===== src/obsesc_pkg.sv =====
// Package with state, command and register codes of the obstacle escape sequencer.
package obsesc_pkg;

	localparam int StateW = 3;
	localparam logic [StateW-1:0] ST_IDLE    = 3'd0;
	localparam logic [StateW-1:0] ST_MONITOR = 3'd1;
	localparam logic [StateW-1:0] ST_PAUSE   = 3'd2;
	localparam logic [StateW-1:0] ST_REVERSE = 3'd3;
	localparam logic [StateW-1:0] ST_TURN    = 3'd4;
	localparam logic [StateW-1:0] ST_WAIT    = 3'd5;
	localparam logic [StateW-1:0] ST_RESUME  = 3'd6;

	localparam logic [1:0] KIND_NONE = 2'd0;
	localparam logic [1:0] KIND_MOVE = 2'd1;
	localparam logic [1:0] KIND_STOP = 2'd2;

	localparam logic [1:0] OBS_CLEAR   = 2'd0;
	localparam logic [1:0] OBS_BLOCKED = 2'd1;

	localparam logic [2:0] MODE_STOPPED = 3'd0;
	localparam logic [2:0] MODE_REVERSE = 3'd2;
	localparam logic [2:0] MODE_RIGHT   = 3'd4;

	localparam int CfgIdxW  = 3;
	localparam int CfgDataW = 16;
	localparam logic [CfgIdxW-1:0] REG_ENABLE   = 3'd0;
	localparam logic [CfgIdxW-1:0] REG_PAUSE    = 3'd1;
	localparam logic [CfgIdxW-1:0] REG_REVERSE  = 3'd2;
	localparam logic [CfgIdxW-1:0] REG_TURN     = 3'd3;
	localparam logic [CfgIdxW-1:0] REG_TIMEOUT  = 3'd4;

	localparam logic [15:0] PAUSE_RST   = 16'd200;
	localparam logic [15:0] REVERSE_RST = 16'd600;
	localparam logic [15:0] TURN_RST    = 16'd400;
	localparam logic [15:0] TIMEOUT_RST = 16'd3000;

endpackage


===== src/obstacle_escape_sequencer_core.sv =====
// Top level of the obstacle escape sequencer: input stage, state update and result register.
//
// The block takes one update tick per item and returns exactly one result item per tick.
// An accepted tick lands in an input register; once the result register can take it, one
// pass of logic (a 32-bit wrapping subtraction of the phase start from now_ms and a compare
// against the selected 16-bit duration) updates the sequencer state and loads the result
// register. A new tick can be taken in every cycle while the result side does not stall;
// the rate is one item per cycle, limited only by the single state register
// that each tick reads and writes. When the result register is stalled, the input stage
// holds one more tick and then stalls the input side. While enabled, the sequence runs
// from monitoring through a pause after a blocked status, a reverse move, a right turn and
// a stop, and then waits for clearance; on clearance it resumes the remembered command if
// there is one, on timeout it raises clear_saved and returns to monitoring. Writing 0 to
// the enable register, or a tick taken while it is 0, returns the block to idle. Users must
// write configuration via cfg_we, cfg_index and cfg_data with no tick in flight; unenforced.
module obstacle_escape_sequencer_core (
	input  logic                           clk,
	input  logic                           arst_n,
	// configuration write port
	input  logic                           cfg_we,
	input  logic [obsesc_pkg::CfgIdxW-1:0]  cfg_index,
	input  logic [obsesc_pkg::CfgDataW-1:0] cfg_data,
	// tick input channel
	input  logic                           in_valid,
	output logic                           in_stall,
	input  logic [31:0]                    now_ms,
	input  logic [1:0]                     obstacle_state,
	input  logic                           saved_valid,
	input  logic [2:0]                     saved_mode,
	input  logic [15:0]                    saved_duration_ms,
	// result channel
	output logic                           out_valid,
	input  logic                           out_stall,
	output logic                           cmd_valid,
	output logic [1:0]                     cmd_kind,
	output logic [2:0]                     drive_mode,
	output logic [15:0]                    duration_ms,
	output logic                           clear_saved
);
	import obsesc_pkg::*;

	// Configuration registers.
	logic        enable_q;
	logic [15:0] pause_q;
	logic [15:0] reverse_q;
	logic [15:0] turn_q;
	logic [15:0] timeout_q;

	// Sequencer state.
	logic [StateW-1:0] state_q;
	logic [31:0]       phase_q;

	// Input stage.
	logic        valid_s1;
	logic [31:0] now_s1;
	logic [1:0]  obs_s1;
	logic        sv_valid_s1;
	logic [2:0]  sv_mode_s1;
	logic [15:0] sv_dur_s1;

	// Result register.
	logic        out_valid_q;
	logic [1:0]  kind_q;
	logic [2:0]  mode_q;
	logic [15:0] dur_q;
	logic        clr_q;

	// The tick in the input stage moves on when the result register is free or drains now.
	logic advance;
	logic in_take;
	assign advance  = valid_s1 && !(out_valid_q && out_stall);
	assign in_stall = valid_s1 && !advance;
	assign in_take  = in_valid && !in_stall;

	// Next-state logic for the tick held in the input stage.
	logic [StateW-1:0] nxt_state;
	logic [31:0]       nxt_phase;
	logic [31:0]       elapsed;
	logic [StateW-1:0] eff_state;
	logic [1:0]        kind_c;
	logic [2:0]        mode_c;
	logic [15:0]       dur_c;
	logic              clr_c;

	assign elapsed   = now_s1 - phase_q;
	// Leaving idle goes straight to monitoring and is evaluated in the same tick.
	assign eff_state = (state_q == ST_IDLE) ? ST_MONITOR : state_q;

	always_comb begin
		nxt_state = state_q;
		nxt_phase = phase_q;
		kind_c    = KIND_NONE;
		mode_c    = MODE_STOPPED;
		dur_c     = 16'd0;
		clr_c     = 1'b0;
		if (!enable_q) begin
			nxt_state = ST_IDLE;
		end else begin
			nxt_state = eff_state;
			case (eff_state)
				ST_MONITOR: begin
					if (obs_s1 == OBS_BLOCKED) begin
						nxt_state = ST_PAUSE;
						nxt_phase = now_s1;
					end
				end
				ST_PAUSE: begin
					// The pause test is strictly greater; the others are at-or-above.
					if (elapsed > {16'd0, pause_q}) begin
						kind_c    = KIND_MOVE;
						mode_c    = MODE_REVERSE;
						dur_c     = reverse_q;
						nxt_phase = now_s1;
						nxt_state = ST_REVERSE;
					end
				end
				ST_REVERSE: begin
					if (elapsed >= {16'd0, reverse_q}) begin
						kind_c    = KIND_MOVE;
						mode_c    = MODE_RIGHT;
						dur_c     = turn_q;
						nxt_phase = now_s1;
						nxt_state = ST_TURN;
					end
				end
				ST_TURN: begin
					if (elapsed >= {16'd0, turn_q}) begin
						kind_c    = KIND_STOP;
						nxt_phase = now_s1;
						nxt_state = ST_WAIT;
					end
				end
				ST_WAIT: begin
					if (obs_s1 == OBS_CLEAR) begin
						nxt_state = ST_RESUME;
					end else if (elapsed >= {16'd0, timeout_q}) begin
						clr_c     = 1'b1;
						nxt_state = ST_MONITOR;
					end
				end
				ST_RESUME: begin
					// Nothing remembered means no command, but monitoring resumes anyway.
					if (sv_valid_s1 && (sv_mode_s1 != MODE_STOPPED)) begin
						kind_c = KIND_MOVE;
						mode_c = sv_mode_s1;
						dur_c  = sv_dur_s1;
					end
					nxt_state = ST_MONITOR;
				end
				default: begin
					nxt_state = ST_MONITOR;
				end
			endcase
		end
	end

	// Configuration registers; clearing the enable forces the sequencer to idle.
	always_ff @(posedge clk or negedge arst_n) begin
		if (!arst_n) begin
			enable_q  <= 1'b0;
			pause_q   <= PAUSE_RST;
			reverse_q <= REVERSE_RST;
			turn_q    <= TURN_RST;
			timeout_q <= TIMEOUT_RST;
		end else if (cfg_we) begin
			case (cfg_index)
				REG_ENABLE:  enable_q  <= cfg_data[0];
				REG_PAUSE:   pause_q   <= cfg_data;
				REG_REVERSE: reverse_q <= cfg_data;
				REG_TURN:    turn_q    <= cfg_data;
				REG_TIMEOUT: timeout_q <= cfg_data;
				default: ;
			endcase
		end
	end

	always_ff @(posedge clk or negedge arst_n) begin
		if (!arst_n) begin
			state_q <= ST_IDLE;
			phase_q <= 32'd0;
		end else if (cfg_we && (cfg_index == REG_ENABLE) && !cfg_data[0]) begin
			state_q <= ST_IDLE;
		end else if (advance) begin
			state_q <= nxt_state;
			phase_q <= nxt_phase;
		end
	end

	always_ff @(posedge clk or negedge arst_n) begin
		if (!arst_n) begin
			valid_s1 <= 1'b0;
		end else if (in_take) begin
			valid_s1 <= 1'b1;
		end else if (advance) begin
			valid_s1 <= 1'b0;
		end
	end

	always_ff @(posedge clk) begin
		if (in_take) begin
			now_s1      <= now_ms;
			obs_s1      <= obstacle_state;
			sv_valid_s1 <= saved_valid;
			sv_mode_s1  <= saved_mode;
			sv_dur_s1   <= saved_duration_ms;
		end
	end

	always_ff @(posedge clk or negedge arst_n) begin
		if (!arst_n) begin
			out_valid_q <= 1'b0;
		end else if (advance) begin
			out_valid_q <= 1'b1;
		end else if (!out_stall) begin
			out_valid_q <= 1'b0;
		end
	end

	always_ff @(posedge clk) begin
		if (advance) begin
			kind_q <= kind_c;
			mode_q <= mode_c;
			dur_q  <= dur_c;
			clr_q  <= clr_c;
		end
	end

	assign out_valid   = out_valid_q;
	assign cmd_valid   = (kind_q != KIND_NONE);
	assign cmd_kind    = kind_q;
	assign drive_mode  = mode_q;
	assign duration_ms = dur_q;
	assign clear_saved = clr_q;

	// The sequencer only leaves idle while enabled.
	a_idle_when_disabled: assert property (@(posedge clk) disable iff (!arst_n)
		(state_q != ST_IDLE) |-> enable_q)
		else $error("sequencer active while disabled");

	// A clearance timeout returns the sequencer to monitoring when no configuration write comes with it.
	a_timeout_to_monitor: assert property (@(posedge clk) disable iff (!arst_n)
		(advance && clr_c && !cfg_we) |=> (state_q == ST_MONITOR))
		else $error("timeout did not return to monitoring");

	// A tick held back by a stalled result stays in the input stage unchanged.
	a_s1_hold: assert property (@(posedge clk) disable iff (!arst_n)
		(valid_s1 && !advance) |=> (valid_s1 && $stable(now_s1) && $stable(obs_s1)))
		else $error("input stage lost a held tick");

	// Input is stalled only while a tick waits in the input stage.
	a_stall_cause: assert property (@(posedge clk) disable iff (!arst_n)
		in_stall |-> (valid_s1 && out_valid_q && out_stall))
		else $error("input stalled without cause");

	// A stop or empty result never carries a drive mode or duration.
	a_stop_fields: assert property (@(posedge clk) disable iff (!arst_n)
		(out_valid_q && (kind_q != KIND_MOVE)) |-> ((mode_q == MODE_STOPPED) && (dur_q == 16'd0)))
		else $error("non-move result carries move fields");

endmodule


===== config.mk =====
export PLATFORM = sky130hd
export DESIGN_NAME = obstacle_escape_sequencer_core
export DESIGN_NICKNAME = d
export VERILOG_FILES = /design/src/obsesc_pkg.sv /design/src/obstacle_escape_sequencer_core.sv
export SDC_FILE = /design/constraint.sdc
export NUM_CORES = 1
export LEC_CHECK = 0
export BUFFER_PORTS_ARGS = -buffer_cell sky130_fd_sc_hd__buf_2
export CELL_PAD_IN_SITES_DETAIL_PLACEMENT = 1
export CELL_PAD_IN_SITES_GLOBAL_PLACEMENT = 1
export CORE_ASPECT_RATIO = 1.5
export CORE_MARGIN = 5
export CORE_UTILIZATION = 49
export DETAILED_ROUTE_END_ITERATION = 7
export HOLD_SLACK_MARGIN = 0.15
export PLACE_DENSITY = 0.9
export SLEW_MARGIN = 15
export SYNTH_ARGS = -nofsm -noshare
export SYNTH_HDL_FRONTEND = slang
export SYNTH_SLANG_ARGS = --single-unit

===== constraint.sdc =====
create_clock -name clk -period 9.1 [get_ports clk]
set_input_delay 0.455 -clock clk [delete_from_list [all_inputs] [get_ports clk]]
set_output_delay 0.455 -clock clk [all_outputs]
set_load 0.005 [all_outputs]

; ---- Word-level counts from Yosys, hierarchy flattened
; Cells that the tools add are included.
[totals]
inputBits = 78
output_inout_bits = 25
rom_bits = 0
latch_bits = 0
word_cells = 102
ramBits = 0
mem_count = 0
register_bits = 178
[classes]
multipliers = 0
eq_ne = 16
shift = 0
n_bitwise = 3
n_mux = 34
reduce_logical = 26
n_addsub = 1
n_div = 0
n_lt_le_gt_ge = 4
[ops]
columns = op, n
row1 = 32-bit 2-to-1 mux, 4
row2 = 32-bit case mux with 4 select lines, 1
row3 = 32-bit by 16-bit >= comparator with 1-bit output, 3
row4 = 16-bit 2-to-1 mux, 3
row5 = 16-bit case mux with 3 select lines, 1
row6 = 3-bit 2-to-1 mux, 12
row7 = 32-bit by 16-bit greater-than comparator with 1-bit output, 1
row8 = 32-bit subtractor, 1
row9 = 3-bit case mux with 5 select lines, 1
row10 = "3-bit by 2-bit == test with 1-bit output, second input constant", 4
row11 = "3-bit == test, second input constant", 4
row12 = 2-bit AND reduction, 5
row13 = 3-bit case mux with 3 select lines, 1
row14 = 1-bit 2-to-1 mux, 8
row15 = "2-bit inequality test, second input constant", 4
row16 = 2-bit case mux with 4 select lines, 1
row17 = 8-bit AND reduction, 1
row18 = 1-bit logical AND, 7
row19 = "3-bit by 1-bit == test with 1-bit output, second input constant", 2
row20 = 3-bit zero test, 2
row21 = 2-bit nonzero test, 3
row22 = 1-bit zero test, 4
row23 = 2-bit 2-to-1 mux, 2
row24 = 4-bit nonzero test, 1
row25 = 6 further kinds, 8

; ---- Longest topological paths before layout
; Gate-level depths: netlist (run 1).
[logic_depth]
ltp_word = 8
ltp_mapped = 21
mapped_depth_nobuf = 20

; ---- Worst setup path after synthesis (run 1)
; OpenSTA, ideal clock, no wires.
[synth_timing]
path_kind = reg2reg
from = register phase_q[0]
to = register phase_q[24]
setup_time_ps = 127
arrival_ps = 3911
setup_slack_ps = 5061
stages_incl_launch_ff = 18
period_less_slack_ps = 4039
required_time_ps = 8973
n_path_buf = 1
cell_sequence = dfrtp_1 > ha_1 > fa_1 > nand2b_1 > a21oi_1 > nor2_1 > nor2_1 > nor2_1 > xnor2_1 > ha_1 > nand4_1 > a2111oi_0 > o31a_1 > inv_1 > a221oi_1 > o221ai_4 > buf_6 > mux2_1
[synth_between]
elab_chain_len = 4
elab_cells_between_ends = 8
classes_between = add/sub (1) / order compare (3) / eq/ne (3) / reduce/logical (1)
[synth_lines]
columns = element, line
row1 = start: declaration, obstacle_escape_sequencer_core.sv:51  ; logic [31:0] phase_q;
row2 = start signal: assignment, obstacle_escape_sequencer_core.sv:185  ; phase_q <= nxt_phase;
row3 = 32-bit subtractor (*), obstacle_escape_sequencer_core.sv:85  ; assign elapsed = now_s1 - phase_q;
row4 = 32-bit by 16-bit >= comparator with 1-bit output (tied with other cells), obstacle_escape_sequencer_core.sv:127  ; if (elapsed >= {16'd0, turn_q}) begin
row5 = 2-bit inequality test (no source line), n/a
row6 = 8-bit AND reduction (no source line) (*), n/a
; Every way passes the cells marked *; elsewhere a longest branch is shown, timed or not.
; A chain may end at the register's enable or synchronous reset.

; ---- Final worst setup path (run 1)
[layout_timing]
from = register phase_q[0]
to = register phase_q[0]
; Same word-level chain as after synthesis.

==> impl_metrics.env, run 1 <==
export IMPL_yosys_warnings=0
export IMPL_cp_depth=19
export IMPL_dpl_hpwl_um=22900
export IMPL_yosysSeqAreaShare=0.451
export IMPL_hold_viol_final=0
export IMPL_cts_htree_levels=4
export IMPL_crit_family="compound AO/OA/AOI/OAI gates"
export IMPL_avgViaCountPerCell=6.03
export IMPL_synth_area_per_cell_um2=9.93
export IMPL_fmax_ghz=0.191
export IMPL_grt_pass1_wl_um=49600
export IMPL_io_pins=103
export IMPL_grtUsageMet2=0.471
export IMPL_grt_use_met1=0.278
export IMPL_final_cell_area_um2=12100
export IMPL_reg2reg_slack_ns=3.87
export IMPL_nNetsFinal=1346
export IMPL_die_area_um2=25100
export IMPL_rr_worst_depth=19
export IMPL_clk_insertion_delay_late_ns=0.46
export IMPL_io_buffers=102
export IMPL_multi_input_area_um2=5350
export IMPL_gr_max_usage_layer="met2"
export IMPL_finalSetupViolCount=0
export IMPL_ys_flop_type="dfrtp_1"
export IMPL_drive_gt1_frac=0.185
export IMPL_synth_edff_count=76
export IMPL_num_rows=66
export IMPL_gr_total_overflow=0
export IMPL_initial_core_util=0.496
export IMPL_required_ns=9.44
export IMPL_grt_max_degree=55
export IMPL_status="complete, no violations"
export IMPL_finalCritPeriodShare=0.574
export IMPL_cpMaxStageDelayCell="o221ai_4"
export IMPL_fillers=2435
export IMPL_clock_sinks=178
export IMPL_finalNonFillerCells=1458
export IMPL_fp_dieH_um=192
export IMPL_num_vias=8787
export IMPL_numCtsBuffers=17
export IMPL_core_area_um2=21700
export IMPL_ys_ff_latch=178
export IMPL_synth_area_um2=10800
export IMPL_area_growth_syn_to_layout_pct=12.7
export IMPL_met3_usage=0.0431
export IMPL_synth_cells=1085
export IMPL_clkPwrFrac=0.185
export IMPL_synth_most_common_cell="nand2_1"
export IMPL_yosys_top_cells_count="nand2_1, inv_1, ha_1"
export IMPL_tns_ns=0
export IMPL_p_leak_nw=5.23
export IMPL_critPathMaxFanout=32
export IMPL_synth_largest_area_cell="edfxtp_1"
export IMPL_p_comb_frac=0.551
export IMPL_r2r_start="phase_q[0]"
export IMPL_swShare=0.445
export IMPL_relSlewSlack=0.217
export IMPL_startpoint="phase_q[0]"
export IMPL_dr_first_iter_drc_count=404
export IMPL_crit_top_cell="nor2_1"
export IMPL_worst_pin_slew_ns=1.17
export IMPL_period_needed_ns=5.23
export IMPL_root_buffer="clkbuf_16"
export IMPL_cp_slowest_stage_delay_ns=0.92
export IMPL_dpl_cell_count=1424
export IMPL_cts_setup_buffers=0
export IMPL_synth_top_cell_area_share=0.212
export IMPL_power_density_nw_per_um2=348
export IMPL_ys_types=71
export IMPL_dr_pass1_iters=5
export IMPL_worst_setup_path_type="reg2reg"
export IMPL_path_buf_inv=1
export IMPL_max_cap_viol_count=0
export IMPL_rsz0062_at_grt="false"
export IMPL_clock_skew_ns=0.00848
export IMPL_final_max_slew_violation_count=0
export IMPL_clockBufferDepth=2
export IMPL_grt_pass1_vias=9656
export IMPL_seq_area_um2=4860
export IMPL_holdWs_ns=0.168
export IMPL_routed_wl_um=30900
export IMPL_r2r_end="phase_q[0]"
export IMPL_place_congestion=0.905
export IMPL_detail_route_wl_per_cell_um=21.2
export IMPL_ant_nets=0
export IMPL_grt_use_total=0.255
export IMPL_placed_area_um2=11500
export IMPL_synth_area_leaders="edfxtp_1, dfrtp_1, ha_1, mux2_2, dfstp_2"
export IMPL_worstSetupStartpointType="flop"
export IMPL_p_int_mw=2.34
export IMPL_hp_class="in2reg"
export IMPL_worstHoldStart="now_ms[17]"
export IMPL_antenna_found_initial=1
export IMPL_cp_arrival_ns=5.56
export IMPL_switching_power_mw=1.88
export IMPL_post_route_drc_count=0
export IMPL_p_seq_frac=0.264
export IMPL_endpoint_kind="flop"
export IMPL_path_clk_slew_ns=0.08
export IMPL_crit_chain="ha_1 > fa_1 > nand2b_1 > a21oi_1 > nor2_1 > nor2_1 > nor2_1 > xnor2_1 > ha_1 > a21oi_1 > nor2b_1 > o21ai_0 > nand3_1 > o21ai_0 > inv_1 > nor2_1 > a221oi_1 > o221ai_4 > mux2_2"
export IMPL_synth_nets=1259
export IMPL_synth_async_reset_ratio=0.573
export IMPL_peakVddDrop_v=0.000205
export IMPL_cts_tree="done"
export IMPL_endpoint="phase_q[0]"
export IMPL_die_w_um=131
==> per-stage QoR <==
stage / utilization / setup WS [ns] / power, mW
after floorplan: - / 5.06 / 2.73
after global placement: 0.530 / 4.05 / 3.25
after detailed placement: 0.530 / 3.91 / 3.38
after CTS: 0.559 / 3.84 / 4.23
after global routing: 0.559 / 3.53 / 4.55
final: 0.559 / 3.87 / 4.22
==> layout by cell type (no fill, tap or decap), drive strengths merged, types with 3 or more instances in the layout <==
master,instances
edfxtp,76
nand3,27
dfrtp,85
a21o,22
or3,4
and3,4
a21oi,65
o21ai,87
o31a,5
o211ai,15
or4,3
nor2b,7
a2111oi,5
a211o,5
dfstp,17
a31oi,17
nand2b,13
nor2,47
xor2,8
xnor2,12
a211oi,11
a22oi,20
and2,9
mux2,52
nand4b,3
nor3,17
nand4,19
nor3b,4
nor4,5
and4b,3
inv,115
clkbuf,17
ha,95
o21bai,4
and4,7
o21a,12
buf,110
mux2i,4
nand2,116
==> worst min-delay path by stage <==
stage | end | slack [ns] | depth (start not counted)
3_3_place_gp | out_valid | 0.46 | 1
4_1_cts | now_s1[13] | 0.15 | 1
3_5_place_dp | out_valid | 0.49 | 1
5_1_grt | now_s1[5] | 0.15 | 1
6_report | now_s1[17] | 0.17 | 1
2_1_floorplan | enable_q | 0.16 | 0
==> flip-flops by register name, summed over array words and instances (netlist names), 16 cells and up <==
register,cells
phase_q,32
turn_q,16
timeout_q,16
reverse_q,16
pause_q,16
duration_ms,16
now_s1,32
sv_dur_s1,16
==> layout make-up <==
| cell class | instances | share of cell area |
|---|---|---|
| Multi-Input combinational cell | 758 | 0.441 |
| Sequential cell | 178 | 0.400 |
| Timing Repair Buffer | 111 | 0.0480 |
| Clock buffer | 17 | 0.0350 |
| Inverter | 106 | 0.0328 |
| Tap cell | 272 | 0.0280 |
| Clock inverter | 15 | 0.0156 |
| Antenna cell | 1 | 0.000206 |
==> power by group through the flow <==
stage	Sequential, mW	Clock, mW	Combinational [mW]
detailed placement	1.13	0	2.26
CTS	1.11	0.793	2.32
global route	1.13	0.828	2.60
global placement	1.11	0	2.14
floorplan	1.09	0	1.64
finish	1.11	0.781	2.33
==> worst reg2reg max path: stages (launching register included) <==
cell      delay (ns)
dfrtp_1         0.39
ha_1            0.22
fa_1            0.41
nand2b_1        0.19
a21oi_1         0.35
nor2_1          0.17
nor2_1          0.13
nor2_1          0.06
xnor2_1         0.34
ha_1            0.32
a21oi_1         0.13
nor2b_1         0.06
o21ai_0         0.18
nand3_1         0.09
o21ai_0         0.32
inv_1           0.10
nor2_1          0.15
a221oi_1        0.10
o221ai_4        0.92
mux2_2          0.47
==> repair_timing <==
item / CTS / global route
hold endpoints to repair: 40 / 0
hold buffers: 1 / 0
resized for setup: 0 / 0
==> layer usage <==
layer | wire (µm) | vias to the layer above
met5 | 0 | -
met1 | 11600 | 4392
met2 | 16800 | 210
met4 | 1360 | 0
met3 | 1140 | 81
li1 | - | 4104
==> cells by family after synthesis <==
| kind of cell | synth area share |
|---|---|
| adders and majority gates | 0.112 |
| buffers and inverters | 0.0546 |
| AOI/OAI and AO/OA | 0.173 |
| and+or+nand+nor | 0.136 |
| xor gates and xnor gates | 0.0163 |
| muxes | 0.0581 |
| DFF | 0.451 |
Note: power is estimated with default switching activity, not from simulation.
==> run 2, diff against run 1 <==
CORE_UTILIZATION = 47   (was 49)
PLACE_DENSITY = 0.88   (was 0.9)
clock period = 5.1 ns   (was 9.1 ns; I/O delays follow)
==> impl_metrics.env, run 2 (synthesis gave the netlist of run 1 again) <==
export IMPL_status="complete, no violations"
export IMPL_routed_wl_um=31500
export IMPL_die_area_um2=26100
export IMPL_critPathMaxFanout=32
export IMPL_path_clk_slew_ns=0.07
export IMPL_drive_gt1_frac=0.176
export IMPL_wl_met2_um=17200
export IMPL_endpoint_kind="flop"
export IMPL_seq_area_um2=4860
export IMPL_r2r_start="phase_q[0]"
export IMPL_cp_arrival_ns=5.26
export IMPL_detail_route_wl_per_cell_um=20.4
export IMPL_grt_pass1_vias=10100
export IMPL_fmax_ghz=0.203
export IMPL_grt_max_degree=57
export IMPL_post_route_drc_count=0
export IMPL_relSlewSlack=0.314
export IMPL_num_rows=68
export IMPL_period_needed_ns=4.93
export IMPL_largest_registers="now_s1 (32), phase_q (32)"
export IMPL_num_vias=9057
export IMPL_io_buffers=102
export IMPL_fp_dieH_um=195
export IMPL_core_area_um2=22800
export IMPL_power_density_nw_per_um2=579
export IMPL_cts_htree_levels=4
export IMPL_worst_setup_path_type="reg2reg"
export IMPL_required_ns=5.44
export IMPL_die_w_um=134
export IMPL_placed_area_um2=11600
export IMPL_crit_family="compound AO/OA/AOI/OAI gates"
export IMPL_dr_wl_met3_um=929
export IMPL_p_leak_nw=5.52
export IMPL_cpMaxStageDelayCell="a2111oi_0"
export IMPL_area_growth_syn_to_layout_pct=19.4
export IMPL_worstSetupStartpointType="flop"
export IMPL_finalCritPeriodShare=0.966
export IMPL_clock_skew_ns=0.00905
export IMPL_reg2reg_slack_ns=0.17
export IMPL_antenna_found_initial=0
export IMPL_r2r_end="phase_q[4]"
export IMPL_hp_class="in2reg"
export IMPL_ant_nets=0
export IMPL_cts_tree="done"
export IMPL_clk_insertion_delay_late_ns=0.45
export IMPL_met1Wirelength_um=12200
export IMPL_layout_common_cells="nand2_1, inv_1, buf_2, ha_1, dfrtp_1"
export IMPL_clock_sinks=178
export IMPL_nNetsFinal=1422
export IMPL_initial_core_util=0.473
export IMPL_max_cap_viol_count=0
export IMPL_final_cell_area_um2=12900
export IMPL_cts_setup_buffers=0
export IMPL_tns_ns=0
export IMPL_io_pins=103
export IMPL_cp_slowest_stage_delay_ns=0.53
export IMPL_cp_depth=18
export IMPL_grt_pass1_wl_um=51700
export IMPL_hold_viol_final=0
export IMPL_grt_use_total=0.249
export IMPL_diodes=0
export IMPL_endpoint="phase_q[4]"
export IMPL_final_common_cell="nand2_1"
export IMPL_dr_pass1_iters=5
export IMPL_path_buf_inv=2
export IMPL_avgViaCountPerCell=5.88
export IMPL_numCtsBuffers=17
export IMPL_worst_pin_slew_ns=1.02
export IMPL_top_layer="met4"
export IMPL_root_buffer="clkbuf_16"
export IMPL_clockBufferDepth=2
export IMPL_rsz0062_at_grt="false"
export IMPL_multi_input_area_um2=5360
export IMPL_crit_chain="ha_1 > fa_1 > nand2b_1 > nand2b_1 > a21oi_1 > xnor2_1 > ha_1 > nand4_1 > o21bai_1 > o2bb2ai_1 > o21ai_0 > a2111oi_0 > o31a_1 > inv_1 > a221oi_1 > o221ai_4 > buf_12 > mux2_1"
export IMPL_dpl_hpwl_um=22700
export IMPL_finalSetupViolCount=0
export IMPL_final_max_slew_violation_count=0
export IMPL_dr_first_iter_drc_count=407
export IMPL_fillers=2525
export IMPL_startpoint="phase_q[0]"
export IMPL_place_congestion=0.907
export IMPL_peakVddDrop_v=0.000289
export IMPL_gr_total_overflow=0
export IMPL_rr_worst_depth=18
[run 2: cell count changes in the layout (fill, tap and decap cells not counted), sizes merged]
cell and change:
dlygate4sd3 +73, diode -1, bufinv -2, inv -3
clkinvlp +1, buf +3, clkbuf +1, clkinv +3
[run 2: worst min path at each step]
stage | startpoint | endpoint | slack, ns | depth (start not counted)
2_1_floorplan | arst_n | enable_q | -0.04 | 0
3_3_place_gp | arst_n | out_valid | 0.37 | 1
3_5_place_dp | arst_n | out_valid | 0.38 | 1
4_1_cts | cfg_index[0] | enable_q | 0.27 | 3
5_1_grt | cfg_index[0] | enable_q | 0.29 | 3
6_report | cfg_index[0] | enable_q | 0.29 | 3
[run 2: worst register-to-register path, cell delays in order, from the launching register on]
cell and delay [ns]:
dfrtp_1 0.38, ha_1 0.22, fa_1 0.40, nand2b_1 0.20
nand2b_1 0.09, a21oi_1 0.07, xnor2_1 0.37, ha_1 0.22
nand4_1 0.22, o21bai_1 0.22, o2bb2ai_1 0.13, o21ai_0 0.16
a2111oi_0 0.53, o31a_1 0.33, inv_1 0.07, a221oi_1 0.45
o221ai_4 0.19, buf_12 0.21, mux2_1 0.37
[run 2: power breakdown]
part	internal (mW)	total (mW)	switching (mW)
combinational	1.67	4.21	2.54
clock	0.638	1.26	0.620
sequential	1.81	1.98	0.177
[run 2: layout make-up]
| class | instances | area share |
|---|---|---|
| Tap cell | 280 | 0.0272 |
| Multi-Input combinational cell | 758 | 0.416 |
| Clock inverter | 14 | 0.00973 |
| Sequential cell | 178 | 0.377 |
| Inverter | 106 | 0.0309 |
| Timing Repair Buffer | 187 | 0.105 |
| Clock buffer | 18 | 0.0334 |
[run 2: repair_timing]
item                                   in CTS  in global routing
gates resized for setup                     0                  1
setup endpoints to repair                   0                 32
endpoints found under the hold margin     169                  0
hold buffers                               74                  0
[run 2: per-layer routing]
layer / GRT usage / up-vias
met5: 0 / -
met4: 0.107 / 0
met3: 0.0407 / 68
met2: 0.468 / 186
met1: 0.272 / 4545
li1: - / 4258
[run 2: through the flow]
| step | setup slack, ns | util | total power [mW] | hold slack [ns] | cells |
|---|---|---|---|---|---|
| floorplan | 1.06 | - | 4.87 | -0.0406 | 1085 |
| global placement | 0.346 | 0.507 | 5.84 | 0.369 | 1435 |
| detailed placement | 0.211 | 0.507 | 6.09 | 0.383 | 1435 |
| CTS | 0.198 | 0.564 | 7.44 | 0.275 | 1541 |
| global route | 0.0304 | 0.564 | 8.07 | 0.287 | 1541 |
| finish | 0.175 | 0.564 | 7.45 | 0.294 | 1541 |
